`src/hdl/ccs_pkg.sv`:
```
package ccs_pkg;

  localparam int SqrtSteps = 32;
  localparam int DivSteps  = 18;
  localparam int PipeDepth = 8 + 2 * SqrtSteps + DivSteps + 7;
  localparam int CfgIdxW   = 2;

  localparam logic [16:0] StiffReset = 17'd65536;
  localparam logic [17:0] AttOne     = 18'd65536;
  localparam logic signed [17:0] FacOne = 18'sd65536;
  localparam logic signed [63:0] HalfQ14 = 64'sd8192;
  localparam logic signed [63:0] HalfQ16 = 64'sd32768;

  typedef enum logic [CfgIdxW-1:0] {
    RegOffX  = 2'd0,
    RegOffY  = 2'd1,
    RegOffZ  = 2'd2,
    RegStiff = 2'd3
  } cfg_reg_e;

  function automatic logic signed [31:0] sat32(input logic signed [63:0] v);
    if (!v[63] && (v[62:31] != '0)) return 32'sh7FFF_FFFF;
    if (v[63] && (v[62:31] != '1)) return 32'sh8000_0000;
    return v[31:0];
  endfunction

endpackage

```
`src/hdl/ccs_sqrt.sv`:
```
module ccs_sqrt (
  input  logic        clk_i,
  input  logic        en_i,
  input  logic [63:0] rad_i,
  output logic [31:0] root_o
);
  import ccs_pkg::*;

  logic [63:0] x_q   [SqrtSteps];
  logic [63:0] res_q [SqrtSteps];
  logic [63:0] x_d   [SqrtSteps];
  logic [63:0] res_d [SqrtSteps];

  always_comb begin
    logic [63:0] xin, rin, bt;
    for (int s = 0; s < SqrtSteps; s++) begin
      xin = (s == 0) ? rad_i : x_q[(s == 0) ? 0 : s - 1];
      rin = (s == 0) ? 64'd0 : res_q[(s == 0) ? 0 : s - 1];
      bt  = 64'd1 << (2 * (SqrtSteps - 1 - s));
      if (xin >= rin + bt) begin
        x_d[s]   = xin - (rin + bt);
        res_d[s] = (rin >> 1) + bt;
      end else begin
        x_d[s]   = xin;
        res_d[s] = rin >> 1;
      end
    end
  end

  always_ff @(posedge clk_i) begin
    if (en_i) begin
      for (int s = 0; s < SqrtSteps; s++) begin
        x_q[s]   <= x_d[s];
        res_q[s] <= res_d[s];
      end
    end
  end

  assign root_o = res_q[SqrtSteps-1][31:0];

endmodule

```
`config.mk`:
```
export PLATFORM = sky130hd
export DESIGN_NAME = ccs_sqrt
export DESIGN_NICKNAME = d
export VERILOG_FILES = /design/src/hdl/ccs_pkg.sv /design/src/hdl/ccs_sqrt.sv
export SDC_FILE = /design/constraint.sdc
export NUM_CORES = 2
export LEC_CHECK = 0
export BUFFER_PORTS_ARGS = -buffer_cell sky130_fd_sc_hd__clkbuf_2
export CORE_AREA = 2 2 513 770
export CTS_CLUSTER_SIZE = 14
export DETAILED_ROUTE_END_ITERATION = 10
export DIE_AREA = 0 0 515 772
export GPL_TIMING_DRIVEN = 1
export PLACE_DENSITY = 0.57
export SLEW_MARGIN = 20
export SYNTH_ARGS = -nofsm -noshare
export SYNTH_HDL_FRONTEND = slang
export SYNTH_SLANG_ARGS = --single-unit
```
`constraint.sdc`:
```
create_clock -name clk_i -period 3.1 [get_ports clk_i]
set_input_delay 0.62 -clock clk_i [delete_from_list [all_inputs] [get_ports clk_i]]
set_output_delay 0.62 -clock clk_i [all_outputs]
set_load 0.05 [all_outputs]
```
# Word-level counts from Yosys, hierarchy flattened
# Memories as Yosys holds them, arrays and structs flattened.
# Cells that the tools add are included.
dict set report word_totals {
  input_bits 66
  ramBits 4096
  mem_count 2
  elab_cells 194
  ff_bits 0
}
dict set report op_classes {
  addsub 94
  muxes 66
  magnitude_cmp 32
}
# memory words width read_ports rd_clocked_by_memory_dff wr line
set mem_list {}
lappend mem_list {res_q 32 64 32 0 32 ccs_sqrt.sv:10} ;# logic [63:0] res_q [SqrtSteps];
lappend mem_list {x_q 32 64 31 0 32 ccs_sqrt.sv:9} ;# logic [63:0] x_q [SqrtSteps];
# operator n
set op_table {}
lappend op_table {{$mux 64} 63}
lappend op_table {{$ge 64x64->1} 31}
lappend op_table {{$sub 64x64->64} 31}
lappend op_table {{$add 63x1->64 const B} 1}
lappend op_table {{$add 63x11->64 const B} 1}
lappend op_table {{$add 63x13->64 const B} 1}
lappend op_table {{$add 63x15->64 const B} 1}
lappend op_table {{$add 63x17->64 const B} 1}
lappend op_table {{$add 63x19->64 const B} 1}
lappend op_table {{$add 63x21->64 const B} 1}
lappend op_table {{$add 63x23->64 const B} 1}
lappend op_table {{$add 63x25->64 const B} 1}
lappend op_table {{$add 63x27->64 const B} 1}
lappend op_table {{$add 63x29->64 const B} 1}
lappend op_table {{$add 63x3->64 const B} 1}
lappend op_table {{$add 63x31->64 const B} 1}
lappend op_table {{$add 63x33->64 const B} 1}
lappend op_table {{$add 63x35->64 const B} 1}
lappend op_table {{$add 63x37->64 const B} 1}
lappend op_table {{$add 63x39->64 const B} 1}
lappend op_table {{$add 63x41->64 const B} 1}
lappend op_table {{$add 63x43->64 const B} 1}
lappend op_table {{$add 63x45->64 const B} 1}
lappend op_table {{$add 63x47->64 const B} 1}
lappend op_table {{45 further kinds} 46}

# Longest topological paths before layout
# An unclocked memory read counts as a cell.
dict set report logic_depth {
  depth_word 4
  ltp_mapped 14
}

# Least setup slack after synthesis
# Ideal clock, no wire load.
dict set report synth_timing {
  kind {reg2reg}
  start {mem x_q[18][51], in the netlist x_q[1][179]}
  end {mem x_q[19][61], in the netlist x_q[1][253] (data pin)}
  required_ps 2834
  stages_incl_launch_ff 12
  n_path_buf 2
  period_less_slack_ps 3360
  setup_slack_ps -260
  t_arrival_ps 3094
  path_cell_list {edfxtp_1 or4_1 buf_4 nor4_4 or4b_1 or3_1 a211o_1 a211o_1 buf_6 o211ai_4 nor3_1 xor2_1}
}
# item line
set synth_lines {}
lappend synth_lines {{start, declared} ccs_sqrt.sv:9}

==> impl_metrics.tcl <==
set metrics [dict create \
    initial_core_util_pct 30.9 \
    die_w_um 515 \
    tightestPinTransition_ns 0.775 \
    hold_viol_final 0 \
    setup_viol 399 \
    core_um2 392000 \
    wl_mm 335 \
    synth_top_area_cell "edfxtp_1" \
    wl_per_cell_um 18.7 \
    ys_ff_latch 2512 \
    grt_pass1_vias 91290 \
    yosysWarnings 0 \
    dieArea_um2 398000 \
    groute.usage.overall_pct 16.2 \
    clockBufferDepth 4 \
    io_buffers 97 \
    post-dp-hpwl_mm 249 \
    place_congestion 0.916 \
    nFillCells 35862 \
    p_per_area_nw_per_um2 669 \
    grt_max_degree 117 \
    yosys.area_share.simple_pct 12.1 \
    yosysSeqAreaShare_pct 62.4 \
    vias 85643 \
    synth_edf_count 2512 \
    nNetsFinal 13206 \
    via_per_inst 4.78 \
    drt_iter0_drc 3341 \
    rsz0062_at_grt "true" \
    syn_area_um2 121000 \
    cts_tree "done" \
    globalRouteMet2Util_pct 36.5 \
    cp.arrival_ns 4.11 \
    dp.cells 16954 \
    min_period_ns 3.52 \
    ant_nets 0 \
    power.leakage_nw 65.7 \
    synthAdderAreaFrac_pct 5.78 \
    synth_top_area_share_pct 62.4 \
    critPathBufInv 4 \
    hold_ws_ns 0.0926 \
    clock-sinks 2512 \
    grt_overflow 0 \
    root_buffer "clkbuf_16" \
    async_flop_share_pct 0 \
    layoutNonFillerInstCount 17901 \
    fin_crit_sh_pct 114 \
    drive_above_1_share_pct 34.7 \
    irDropWorstVdd_mv 0.646 \
    synth_area_leaders "edfxtp_1, ha_1, xnor2_1, xor2_1, a21oi_1" \
    rows 282 \
    areaGrowthSynthToFinish_pct 38.5 \
    grt_first_pass_wirelength_mm 493 \
    synth_cell_types 93 \
    boundaryPins 98 \
    violations "negative setup slack" \
    slew_headroom_pct 47.9 \
    cp_top_family "compound AO/OA/AOI/OAI gates" \
    use_met1_pct 11.0 \
    synth.area.mux_share_pct 0.823 \
    crit_type "reg -> reg" \
    drtPass1Iterations 5 \
    outcome "complete, but fails checks" \
    required_ns 3.69 \
    clk_pin_slew_ns 0.06 \
    syn_area_per_cell_um2 12.5 \
    worstSetupStartpointType "register" \
    synth_cells 9651 \
    htree_num_levels 5 \
    synth.net_count 10275 \
    critPathCaptureType "register" \
    grt.busiest_layer "met2" \
    max_freq_mhz 284 \
    ff2ff_setup_slack_ns -0.42 \
    drc 0 \
    antenna_found_initial 5 \
    ys.flop_type "edfxtp_1" \
    cp_cell_sequence "inv_2 > ha_4 > nor2b_1 > o31a_1 > o311a_4 > o31a_1 > o311ai_4 > buf_12 > and2_4 > buf_6 > a311o_1 > buf_6 > nor3_2 > xor2_1" \
    hold_path.class "in -> reg" \
    cp_slowest_cell "edfxtp_1" \
    cp_max_fo 3 \
    synth_top_family_by_area "simple AND/OR/NAND/NOR gates" \
    cpPeakStageDelay_ns 0.41 \
    layout_setup_ws_ns -0.420 \
    synth_xor_area_share_pct 6.46 \
    grtUsageMet3_pct 1.87 \
    cap_violations 0 \
    drv_slew 0 \
    clock_latency_ns 0.95 \
    cts_buffers 272 \
    synth_compound_area_share_pct 9.55 \
    skew_ns 0.116 \
    die_y_um 772 \
]
-- final cells by class --
class                   instances  area [um^2]  share of cell area [%]
diodes                          4         10.0                 0.00598
clock buffers                 332         7140                    4.26
clock inverters               145         1260                   0.752
inverters                     706         2720                    1.62
multi-input cells            6233        50500                    30.2
flip-flops and latches       2512        75400                    45.1
well taps                    5112         6400                    3.82
repair buffers               2857        24000                    14.3
-- worst register-to-register path, delay by kind of cell, from the launching register on --
family,cells,cell delay (ns)
AOI/OAI and AO/OA,5,1.63
buffers and inverters,4,0.51
DFF,1,0.41
xor gates and xnor gates,1,0.16
and+or+nand+nor,3,0.33
adders and majority gates,1,0.20
-- per-layer routing --
layer	part of all wire [%]	wire, um	up-vias
met4	9.5	31800	0
met5	0	0	-
met3	2.4	7890	956
li1	-	-	42098
met2	62	207000	1434
met1	26	88300	41155
-- through the flow --
step	setup WS (ns)	cell area, um^2	utilization, %	setup TNS, ns	total power [mW]
2_1_floorplan	-0.258	121000	-	-6.58	61.5
3_3_place_gp	-1.70	145000	37.1	-354.20	75.9
3_5_place_dp	-1.18	145000	37.1	-343.66	76.2
4_1_cts	-0.408	161000	41.2	-92.81	110
5_1_grt	-0.482	167000	42.7	-115.38	117
6_report	-0.420	167000	42.7	-60.46	112
-- timing repair --
item / CTS / global route
resized for setup: 1063 / 997
cloned: 30 / 18
pin swaps: 387 / 418
setup buffers: 227 / 184
endpoints found under the setup margin: 915 / 889
hold endpoints to repair: 63 / 0
hold buffers: 63 / 0
-- sequential cells by signal, indices dropped and copies added (netlist names) --
signal  flops
res_q     528
x_q      1984
-- worst paths after layout --
check	startpoint	to	cells past startpoint
setup / recovery	res_q[1][836]$_DFFE_PP_	x_q[1][939]$_DFFE_PP_	14
hold / removal	rad_i[62]	x_q[0][62]$_DFFE_PP_	3
hold reg to reg	res_q[0][810]$_DFFE_PP_	res_q[0][873]$_DFFE_PP_	0
setup reg to reg	res_q[1][836]$_DFFE_PP_	x_q[1][939]$_DFFE_PP_	14
-- cell usage after synthesis (21+ instances only) --
library cell,instances
edfxtp_1,2512
inv_1,704
nand2_1,642
nor2_1,637
a21oi_1,634
ha_1,558
xnor2_1,500
o21ai_0,435
xor2_1,391
nor4_1,345
nor3_1,268
a21o_1,205
nand4_1,183
clkbuf_1,161
nand3_1,151
o21a_1,106
nand2b_1,101
or3_1,91
mux2_2,79
nor2b_1,72
o21bai_1,56
or4_1,55
a211oi_1,53
nor4b_1,46
o31ai_1,45
o211ai_1,41
a31oi_1,37
nand3b_1,36
or2_2,34
and3_1,33
and2_1,30
a21boi_0,23
buf_2,21
nand4b_1,21
nor3b_1,21
-- where the power goes --
part	internal [mW]	leakage (nW)	total [mW]	switching [mW]
combinational	17.0	37.4	34.8	17.7
sequential	43.2	24.2	46.1	2.91
clock	17.6	4.07	31.1	13.5
-- cell families after synthesis --
kind of cell / count (synthesis)
AO/OA/AOI/OAI: 1853
XOR/XNOR: 891
adder cells (fa/ha/maj): 558
buffers and inverters: 907
flip-flops: 2512
multiplexers: 88
AND/OR/NAND/NOR: 2842
-- layout by cell type (no fill, tap or decap), types with 55 or more instances in the layout --
| master | netlist | routed |
|---|---|---|
| xor2_1 | 391 | 384 |
| nand2b_1 | 101 | 88 |
| nor4_1 | 345 | 254 |
| xnor2_1 | 500 | 468 |
| or3_1 | 91 | 73 |
| clkinv_1 | 0 | 65 |
| nand2_2 | 0 | 61 |
| nor2_1 | 637 | 551 |
| clkbuf_1 | 161 | 55 |
| edfxtp_1 | 2512 | 2512 |
| nand4_1 | 183 | 183 |
| mux2_2 | 79 | 63 |
| nand2_1 | 642 | 530 |
| ha_1 | 558 | 441 |
| dlygate4sd3_1 | 0 | 63 |
| a21oi_1 | 634 | 537 |
| clkbuf_2 | 0 | 96 |
| clkbuf_16 | 0 | 291 |
| nor4_4 | 1 | 56 |
| nor3_1 | 268 | 172 |
| a21o_1 | 205 | 202 |
| nor2_4 | 0 | 62 |
| a21oi_2 | 0 | 70 |
| buf_6 | 3 | 182 |
| nor2b_1 | 72 | 62 |
| ha_4 | 0 | 104 |
| o21ai_0 | 435 | 252 |
| o21ai_1 | 4 | 67 |
| inv_1 | 704 | 671 |
| nand3_1 | 151 | 111 |
| o21a_1 | 106 | 101 |
| buf_12 | 0 | 87 |
| buf_4 | 1 | 2371 |
| o21ai_2 | 0 | 106 |
(Power assumes the default switching activity.)
